<file path="src/rtl/zmr_pkg.sv">
// shared types, constants and helper functions for the zigzag matrix reorder
package zmr_pkg;

    // default matrix limits
    localparam int MAX_ROWS_DEF = 8;
    localparam int MAX_COLS_DEF = 8;

    // field widths
    localparam int VALUE_W = 16;
    localparam int DIM_W   = 4;
    localparam int IDX_W   = 3;
    localparam int LOAD_W  = 7;
    localparam int DIAG_W  = 5;
    localparam int PROD_W  = 8;

    // register reset values
    localparam logic [DIM_W-1:0] ROW_COUNT_RST = 4'd8;
    localparam logic [DIM_W-1:0] COL_COUNT_RST = 4'd8;

    // register indexes on the configuration port
    localparam logic REG_ROW_COUNT = 1'b0;
    localparam logic REG_COL_COUNT = 1'b1;

    // controller states
    typedef enum logic
    {
        ST_LOAD,
        ST_SCAN
    } zmr_state_t;

    // controller to datapath commands
    typedef struct packed
    {
        logic load_en;
        logic scan_start;
        logic scan_issue;
    } zmr_cmd_t;

    // datapath to controller status
    typedef struct packed
    {
        logic load_done;
        logic scan_last;
        logic out_free;
    } zmr_sts_t;

    // lowest row on diagonal d
    function automatic logic [DIM_W-1:0] diag_lo(input logic [DIAG_W-1:0] d,
                                                input logic [DIM_W-1:0] cols);
        logic [DIAG_W-1:0] d1;
        logic [DIAG_W-1:0] diff;
        d1   = d + 5'd1;
        diff = d1 - {1'b0, cols};
        if (d1 > {1'b0, cols})
        begin
            return diff[DIM_W-1:0];
        end
        return '0;
    endfunction

    // highest row on diagonal d
    function automatic logic [DIM_W-1:0] diag_hi(input logic [DIAG_W-1:0] d,
                                                input logic [DIM_W-1:0] rows);
        if (d < ({1'b0, rows} - 5'd1))
        begin
            return d[DIM_W-1:0];
        end
        return rows - 4'd1;
    endfunction

endpackage

</file>
<file path="src/rtl/zmr_ram.sv">
// generic single write port ram with registered read
module zmr_ram #(
    parameter int WIDTH = 16,
    parameter int DEPTH = 64,
    localparam int AW   = (DEPTH > 1) ? $clog2(DEPTH) : 1
) (
    input  logic             clk,
    input  logic             we,
    input  logic [AW-1:0]    waddr,
    input  logic [WIDTH-1:0] wdata,
    input  logic             re,
    input  logic [AW-1:0]    raddr,
    output logic [WIDTH-1:0] rdata
);

    logic [WIDTH-1:0] mem [DEPTH];
    logic [WIDTH-1:0] rdata_reg;

    // write port
    always_ff @(posedge clk)
    begin
        if (we)
        begin
            mem[waddr] <= wdata;
        end
    end

    // registered read port, holds when not reading
    always_ff @(posedge clk)
    begin
        if (re)
        begin
            rdata_reg <= mem[raddr];
        end
    end

    assign rdata = rdata_reg;

endmodule

</file>
<file path="src/rtl/zmr_ctrl.sv">
// controller state machine: load phase then zigzag scan phase
module zmr_ctrl
    import zmr_pkg::*;
(
    input  logic     clk,
    input  logic     rst_n,
    input  logic     in_valid,
    output logic     in_stall,
    input  zmr_sts_t sts,
    output zmr_cmd_t cmd
);

    zmr_state_t state_reg;
    zmr_state_t state_next;

    // state register
    always_ff @(posedge clk or negedge rst_n)
    begin
        if (!rst_n)
        begin
            state_reg <= ST_LOAD;
        end
        else
        begin
            state_reg <= state_next;
        end
    end

    // next state
    always_comb
    begin
        state_next = state_reg;
        case (state_reg)
            ST_LOAD:
            begin
                if (in_valid && sts.load_done)
                begin
                    state_next = ST_SCAN;
                end
            end
            ST_SCAN:
            begin
                if (sts.out_free && sts.scan_last)
                begin
                    state_next = ST_LOAD;
                end
            end
            default:
            begin
                state_next = ST_LOAD;
            end
        endcase
    end

    // outputs
    always_comb
    begin
        cmd      = '0;
        in_stall = 1'b1;
        case (state_reg)
            ST_LOAD:
            begin
                in_stall       = 1'b0;
                cmd.load_en    = in_valid;
                cmd.scan_start = in_valid && sts.load_done;
            end
            ST_SCAN:
            begin
                cmd.scan_issue = sts.out_free;
            end
            default:
            begin
                in_stall = 1'b1;
            end
        endcase
    end

endmodule

</file>
<file path="src/rtl/zmr_datapath.sv">
// datapath: load counter, matrix store, diagonal walk and output register
module zmr_datapath
    import zmr_pkg::*;
#(
    parameter int MAX_ROWS = MAX_ROWS_DEF,
    parameter int MAX_COLS = MAX_COLS_DEF
) (
    input  logic                      clk,
    input  logic                      rst_n,
    input  zmr_cmd_t                  cmd,
    output zmr_sts_t                  sts,
    input  logic [DIM_W-1:0]          row_count,
    input  logic [DIM_W-1:0]          col_count,
    input  logic signed [VALUE_W-1:0] element_value,
    input  logic                      out_stall,
    output logic                      out_valid,
    output logic signed [VALUE_W-1:0] out_value,
    output logic [IDX_W-1:0]          out_row,
    output logic [IDX_W-1:0]          out_col,
    output logic                      last_flag
);

    localparam int Depth  = MAX_ROWS * MAX_COLS;
    localparam int AddrW  = (Depth > 1) ? $clog2(Depth) : 1;
    localparam int RowLim = (MAX_ROWS < 15) ? MAX_ROWS : 15;
    localparam int ColLim = (MAX_COLS < 15) ? MAX_COLS : 15;

    logic [LOAD_W-1:0]  load_count_reg;
    logic [LOAD_W-1:0]  load_count_next;
    logic [DIAG_W-1:0]  diag_reg;
    logic [DIAG_W-1:0]  diag_next;
    logic [DIM_W-1:0]   row_reg;
    logic [DIM_W-1:0]   row_next;
    logic               valid_reg;
    logic               valid_next;
    logic [IDX_W-1:0]   out_row_reg;
    logic [IDX_W-1:0]   out_col_reg;
    logic               last_reg;

    logic [DIM_W-1:0]   rows;
    logic [DIM_W-1:0]   cols;
    logic [PROD_W-1:0]  total;
    logic [LOAD_W-1:0]  load_inc;
    logic               wr_ok;
    logic [DIAG_W-1:0]  col_wide;
    logic [DIM_W-1:0]   col_cur;
    logic [DIM_W-1:0]   lo_cur;
    logic [DIM_W-1:0]   hi_cur;
    logic [DIM_W-1:0]   lo_nxt;
    logic [DIM_W-1:0]   hi_nxt;
    logic [DIAG_W-1:0]  diag_inc;
    logic [DIAG_W-1:0]  diag_end;
    logic               diag_done;
    logic [PROD_W-1:0]  rd_idx;
    logic [VALUE_W-1:0] rd_data;

    // clamp the configured dimensions to the usable range
    always_comb
    begin
        rows = row_count;
        if (row_count == '0)
        begin
            rows = 4'd1;
        end
        else if (row_count > DIM_W'(RowLim))
        begin
            rows = DIM_W'(RowLim);
        end
        cols = col_count;
        if (col_count == '0)
        begin
            cols = 4'd1;
        end
        else if (col_count > DIM_W'(ColLim))
        begin
            cols = DIM_W'(ColLim);
        end
    end

    // load side
    assign total    = {4'b0, rows} * {4'b0, cols};
    assign load_inc = load_count_reg + 7'd1;
    assign wr_ok    = (32'(load_count_reg) < 32'(Depth));

    // diagonal walk
    assign col_wide  = diag_reg - {1'b0, row_reg};
    assign col_cur   = col_wide[DIM_W-1:0];
    assign lo_cur    = diag_lo(diag_reg, cols);
    assign hi_cur    = diag_hi(diag_reg, rows);
    assign diag_inc  = diag_reg + 5'd1;
    assign lo_nxt    = diag_lo(diag_inc, cols);
    assign hi_nxt    = diag_hi(diag_inc, rows);
    assign diag_end  = {1'b0, rows} + {1'b0, cols} - 5'd2;
    assign diag_done = diag_reg[0] ? (row_reg == lo_cur) : (row_reg == hi_cur);
    assign rd_idx    = {4'b0, row_reg} * {4'b0, cols} + {4'b0, col_cur};

    // status to controller
    assign sts.load_done = ({1'b0, load_inc} >= total);
    assign sts.scan_last = diag_done && (diag_reg == diag_end);
    assign sts.out_free  = !(valid_reg && out_stall);

    // next values of counters and walk position
    always_comb
    begin
        load_count_next = load_count_reg;
        diag_next       = diag_reg;
        row_next        = row_reg;
        valid_next      = valid_reg;
        if (cmd.load_en)
        begin
            load_count_next = cmd.scan_start ? '0 : load_inc;
        end
        if (cmd.scan_start)
        begin
            diag_next = '0;
            row_next  = '0;
        end
        else if (cmd.scan_issue)
        begin
            if (!diag_done)
            begin
                row_next = diag_reg[0] ? (row_reg - 4'd1) : (row_reg + 4'd1);
            end
            else
            begin
                diag_next = diag_inc;
                row_next  = diag_reg[0] ? lo_nxt : hi_nxt;
            end
        end
        if (cmd.scan_issue)
        begin
            valid_next = 1'b1;
        end
        else if (!out_stall)
        begin
            valid_next = 1'b0;
        end
    end

    // control registers
    always_ff @(posedge clk or negedge rst_n)
    begin
        if (!rst_n)
        begin
            load_count_reg <= '0;
            diag_reg       <= '0;
            row_reg        <= '0;
            valid_reg      <= 1'b0;
        end
        else
        begin
            load_count_reg <= load_count_next;
            diag_reg       <= diag_next;
            row_reg        <= row_next;
            valid_reg      <= valid_next;
        end
    end

    // result tag registers, loaded with each read
    always_ff @(posedge clk)
    begin
        if (cmd.scan_issue)
        begin
            out_row_reg <= row_reg[IDX_W-1:0];
            out_col_reg <= col_cur[IDX_W-1:0];
            last_reg    <= sts.scan_last;
        end
    end

    // matrix store
    zmr_ram #(
        .WIDTH (VALUE_W),
        .DEPTH (Depth)
    ) u_store (
        .clk   (clk),
        .we    (cmd.load_en && wr_ok),
        .waddr (AddrW'(load_count_reg)),
        .wdata (element_value),
        .re    (cmd.scan_issue),
        .raddr (AddrW'(rd_idx)),
        .rdata (rd_data)
    );

    assign out_valid = valid_reg;
    assign out_value = signed'(rd_data);
    assign out_row   = out_row_reg;
    assign out_col   = out_col_reg;
    assign last_flag = last_reg;

endmodule

</file>
<file path="src/rtl/zigzag_matrix_reorder_top.sv">
// top level of the zigzag matrix reorder with its configuration registers
//
// channel   direction  handshake             payload
// input     in         in_valid / in_stall   element_value
// output    out        out_valid / out_stall out_value, out_row, out_col, last_flag
// config    in         apb psel / penable    row_count at 0x0, col_count at 0x4
//
// one element is taken per cycle while loading; the request that completes
// rows x cols starts the scan, which reads the store once per cycle and
// gives one result per cycle while the output is not stalled.
// the single read port of the store sets the scan rate; input is stalled during it.
// a stalled result holds, and the scan pauses with it. reset is asynchronous,
// clears the counters and sets both dimensions to 8; the store is not cleared.
module zigzag_matrix_reorder_top
    import zmr_pkg::*;
#(
    parameter int MAX_ROWS = MAX_ROWS_DEF,
    parameter int MAX_COLS = MAX_COLS_DEF
) (
    input  logic                      clk,
    input  logic                      rst_n,
    input  logic                      psel,
    input  logic                      penable,
    input  logic                      pwrite,
    input  logic [2:0]                paddr,
    input  logic [31:0]               pwdata,
    output logic [31:0]               prdata,
    output logic                      pready,
    input  logic                      in_valid,
    output logic                      in_stall,
    input  logic signed [VALUE_W-1:0] element_value,
    output logic                      out_valid,
    input  logic                      out_stall,
    output logic signed [VALUE_W-1:0] out_value,
    output logic [IDX_W-1:0]          out_row,
    output logic [IDX_W-1:0]          out_col,
    output logic                      last_flag
);

    logic [DIM_W-1:0] row_count_reg;
    logic [DIM_W-1:0] col_count_reg;
    logic             reg_sel;
    logic             wr_en;
    zmr_cmd_t         cmd;
    zmr_sts_t         sts;

    // configuration registers
    assign pready  = 1'b1;
    assign reg_sel = paddr[2];
    assign wr_en   = psel && penable && pwrite && pready;

    always_ff @(posedge clk or negedge rst_n)
    begin
        if (!rst_n)
        begin
            row_count_reg <= ROW_COUNT_RST;
            col_count_reg <= COL_COUNT_RST;
        end
        else if (wr_en)
        begin
            case (reg_sel)
                REG_ROW_COUNT: row_count_reg <= pwdata[DIM_W-1:0];
                REG_COL_COUNT: col_count_reg <= pwdata[DIM_W-1:0];
                default:       row_count_reg <= row_count_reg;
            endcase
        end
    end

    // register read back
    always_comb
    begin
        case (reg_sel)
            REG_ROW_COUNT: prdata = {28'b0, row_count_reg};
            REG_COL_COUNT: prdata = {28'b0, col_count_reg};
            default:       prdata = '0;
        endcase
    end

    // controller
    zmr_ctrl u_ctrl (
        .clk      (clk),
        .rst_n    (rst_n),
        .in_valid (in_valid),
        .in_stall (in_stall),
        .sts      (sts),
        .cmd      (cmd)
    );

    // datapath
    zmr_datapath #(
        .MAX_ROWS (MAX_ROWS),
        .MAX_COLS (MAX_COLS)
    ) u_datapath (
        .clk           (clk),
        .rst_n         (rst_n),
        .cmd           (cmd),
        .sts           (sts),
        .row_count     (row_count_reg),
        .col_count     (col_count_reg),
        .element_value (element_value),
        .out_stall     (out_stall),
        .out_valid     (out_valid),
        .out_value     (out_value),
        .out_row       (out_row),
        .out_col       (out_col),
        .last_flag     (last_flag)
    );

endmodule
</file>
<file path="config.mk">
export PLATFORM = sky130hd
export DESIGN_NAME = zigzag_matrix_reorder_top
export DESIGN_NICKNAME = d
export VERILOG_FILES = /design/src/rtl/zmr_pkg.sv /design/src/rtl/zmr_ram.sv /design/src/rtl/zmr_ctrl.sv /design/src/rtl/zmr_datapath.sv /design/src/rtl/zigzag_matrix_reorder_top.sv
export SDC_FILE = /design/constraint.sdc
export NUM_CORES = 1
export LEC_CHECK = 0
export BUFFER_PORTS_ARGS = -buffer_cell sky130_fd_sc_hd__buf_2
export CELL_PAD_IN_SITES_DETAIL_PLACEMENT = 1
export CELL_PAD_IN_SITES_GLOBAL_PLACEMENT = 2
export CORE_UTILIZATION = 45
export DETAILED_ROUTE_END_ITERATION = 7
export HOLD_SLACK_MARGIN = 0.15
export PLACE_DENSITY_LB_ADDON = 0.1
export REMOVE_ABC_BUFFERS = 1
export SLEW_MARGIN = 25
export SYNTH_ARGS = -nofsm -noshare
export SYNTH_HDL_FRONTEND = slang
export SYNTH_SLANG_ARGS = --single-unit
</file>
<file path="constraint.sdc">
create_clock -name clk -period 4.8 [get_ports clk]
set_clock_uncertainty 0.1 [all_clocks]
set_input_delay 0.24 -clock clk [delete_from_list [all_inputs] [get_ports clk]]
set_output_delay 0.24 -clock clk [all_outputs]
set_load 0.01 [all_outputs]
</file>
==> summary.txt <==
Logic synthesis
  • Mean area per synthesized cell: 21.3 um^2
  • Synth top area share: 71.9%
  • Yosys reg bits: 1073
  • FFs w/ async S/R, synth: 2.42%
  • Synth Flop Type: edfxtp_1
  • Synth warn: 0
  • Post-synthesis cell area: 0.0437 mm^2
  • Synth unique cells: 59
  • Yosys top cell by area: edfxtp_1
  • Cell count after synthesis: 2056
  • Top cells by area, synth: edfxtp_1, mux4_2, ha_1
  • Register area share after synthesis: 73.4%
  • Post-synth EDFFs: 1047

Place
  • Routability Congestion: 0.792
  • IO buf count: 56
  • DP Wirelength: 69900 um
  • Placed Instance Area: 0.0469 mm^2

GRT
  • Global-route wire length before repair: 164000 um
  • Gr busiest metal: met2
  • Largest net degree at the start of global routing: 65
  • GR Util met2: 36.1%
  • Tot GR Track Use: 23.7%
  • Initial antenna violation count: 8
  • Vias in the first global route: 22600
  • Gr ovfl total: 0
  • GR Layer Usage met3: 4.24%
  • Met1 Use GR: 35.5%

Floorplanning
  • I/O pin count: 116
  • Placeable Area: 0.0956 mm^2
  • Die area: 0.0984 mm^2
  • Die span in y: 314 um
  • Die span in x: 314 um
  • FP Rows: 113
  • Initial Util: 45.8%

Timing
  • Final hold vios: 0
  • Crit share post-route: 97.9%
  • Slew @ Worst Pin: 0.861 ns
  • Max-slew headroom: 42.4%
  • Pins Over Slew Limit: 0
  • Fin crit period: 4.70 ns
  • Max Fclk: 213 MHz
  • Final setup violation count: 0
  • Min Hold Slack: 0.178 ns

Setup path
  • Cell family with most CP delay: adder cells
  • Critical Path Source Type: flop
  • Critical path buffer and inverter count: 6
  • Worst setup EP type: flop
  • Max stage delay on crit path: 0.63 ns
  • Crit-path max FO: 9
  • Worst path slowest cell: mux4_2
  • Critical Path, Cell by Cell: nor2b_2 > inv_2 > buf_4 > nor2_1 > ha_1 > ha_1 > inv_1 > fa_1 > fa_4 > xor2_4 > buf_12 > clkbuf_16 > buf_12 > mux4_2 > a211oi_1 > a21oi_1
  • Worst EP required: 5.09 ns
  • WP data arrival: 4.99 ns
  • Class of the most critical setup path: flop to flop

Finish
  • Layout cells sized above 1: 33.9%
  • Register area: 0.0321 mm^2
  • Multi-input gate area: 0.0113 mm^2
  • Most common cell after layout, fill and taps aside: edfxtp_1
  • Layout Nets: 2487
  • Design Area, Final: 0.0509 mm^2
  • Most frequent cells in the layout: edfxtp_1, mux4_2, buf_4
  • Number of flip-flops in the largest register: 1024
  • Ant diodes: 0
  • Syn-to-layout area delta: 16.3%
  • Util after Layout: 53.2%
  • Fillers: 8408

Clock network
  • CTS tree: done
  • Clock-pin slew on the worst setup and hold paths: 0.06 ns
  • Root Buffer: clkbuf_16
  • TritonCTS Buffers: 109
  • Clk buf depth: 3
  • Worst-Skew Late Latency: 0.69 ns
  • Clock H-tree levels: 3
  • CTS sink count: 1073

Detailed routing
  • Routed len/inst: 31.1 um
  • Vias: 21800
  • DRC viols: 0
  • 1st-pass router iterations: 5
  • Detailed-route wire length: 115000 um
  • Initial DRC count: 2274
  • Routed vias/inst: 5.88
  • Post-route ant nets: 0

Status
  • Status: complete, no violations

Job
  • Max cap viols: 0

Worst hold path
  • Hold Path Class: input port to flop
-- cells by family after synthesis --
family | Yosys count | synth area share, %
fa+ha+maj | 80 | 2.55
other cells | 2 | 0.0172
compound gates | 111 | 1.67
flops | 1073 | 73.4
mux | 351 | 17.2
xor+xnor | 39 | 0.798
buf+inv | 172 | 1.90
simple gates | 228 | 2.47
-- worst reg2reg max path, delay by kind of cell (launching register included) --
| family | cells | cell delay, ns |
|---|---|---|
| compound gates | 2 | 0.36 |
| flops | 1 | 0.58 |
| buf+inv | 6 | 0.81 |
| fa+ha+maj | 4 | 1.60 |
| simple gates | 2 | 0.14 |
| mux | 1 | 0.63 |
| xor+xnor | 1 | 0.18 |
-- per-layer routing --
metal	vias to the layer above	share of wire, %
met5	-	0
met4	0	2.0
met3	126	6.8
met2	721	46
met1	11900	45
li1	9029	-
-- synthesized netlist by cell type (all sizes together), types with 5 or more instances --
cell type and count:
fa 15, mux2i 21, o21ai 21, clkbuf 55, o21a 5, nor2 98
mux4 320, inv 45, nand2b 8, a211oi 22, nand3 10, o31ai 5
a21o 7, a21oi 32, nand2 42, nor2b 25, xnor2 26, dfrtp 24
nor3 21, nand3b 5, ha 65, xor2 13, buf 72, edfxtp 1047
mux2 10
-- through the flow --
step / setup WS, ns / std cells / TNS (ns)
after global placement: -0.0578 / 3463 / -0.0900
after global routing: -0.0427 / 3698 / -0.108
final: 0.101 / 3698 / 0
after floorplan: -8.06 / 1960 / -129.01
after detailed placement: -0.0880 / 3463 / -0.128
after CTS: 0.00423 / 3688 / 0
-- worst paths after layout --
kind,from,endpoint,slack (ns),cells after the start
hold reg to reg,u_datapath.row_reg[1],u_datapath.out_row[1],0.46,0
setup / recovery,col_count_reg[3],u_datapath.u_store.rdata[10],0.10,16
min in group asynchronous,rst_n,col_count_reg[3],0.62,3
hold / removal,element_value[15],u_datapath.u_store.mem[46][15],0.18,2
max in group asynchronous,rst_n,u_datapath.row_reg[1],3.78,4
setup reg to reg,col_count_reg[3],u_datapath.u_store.rdata[10],0.10,16
-- final cells by class --
cell class                      count  area share [%]
Tap cell                         1265            3.11
Timing Repair Buffer              278            4.75
Sequential cell                  1073            63.1
Clock buffer                      132            5.66
Clock inverter                     63           0.942
Multi-Input combinational cell    842            22.1
Inverter                           45           0.332
-- what timing repair did --
action / CTS / global route
endpoints found under the setup margin: 12 / 21
pin swaps: 1 / 7
setup buffers: 2 / 5
cloned: 1 / 2
resized for setup: 6 / 24
hold buffers: 27 / 4
endpoints found under the hold margin: 341 / 256
Power is left out: the tool's default activity adds up to more than one toggle a clock period on the data nets, which glitch-free logic cannot reach.
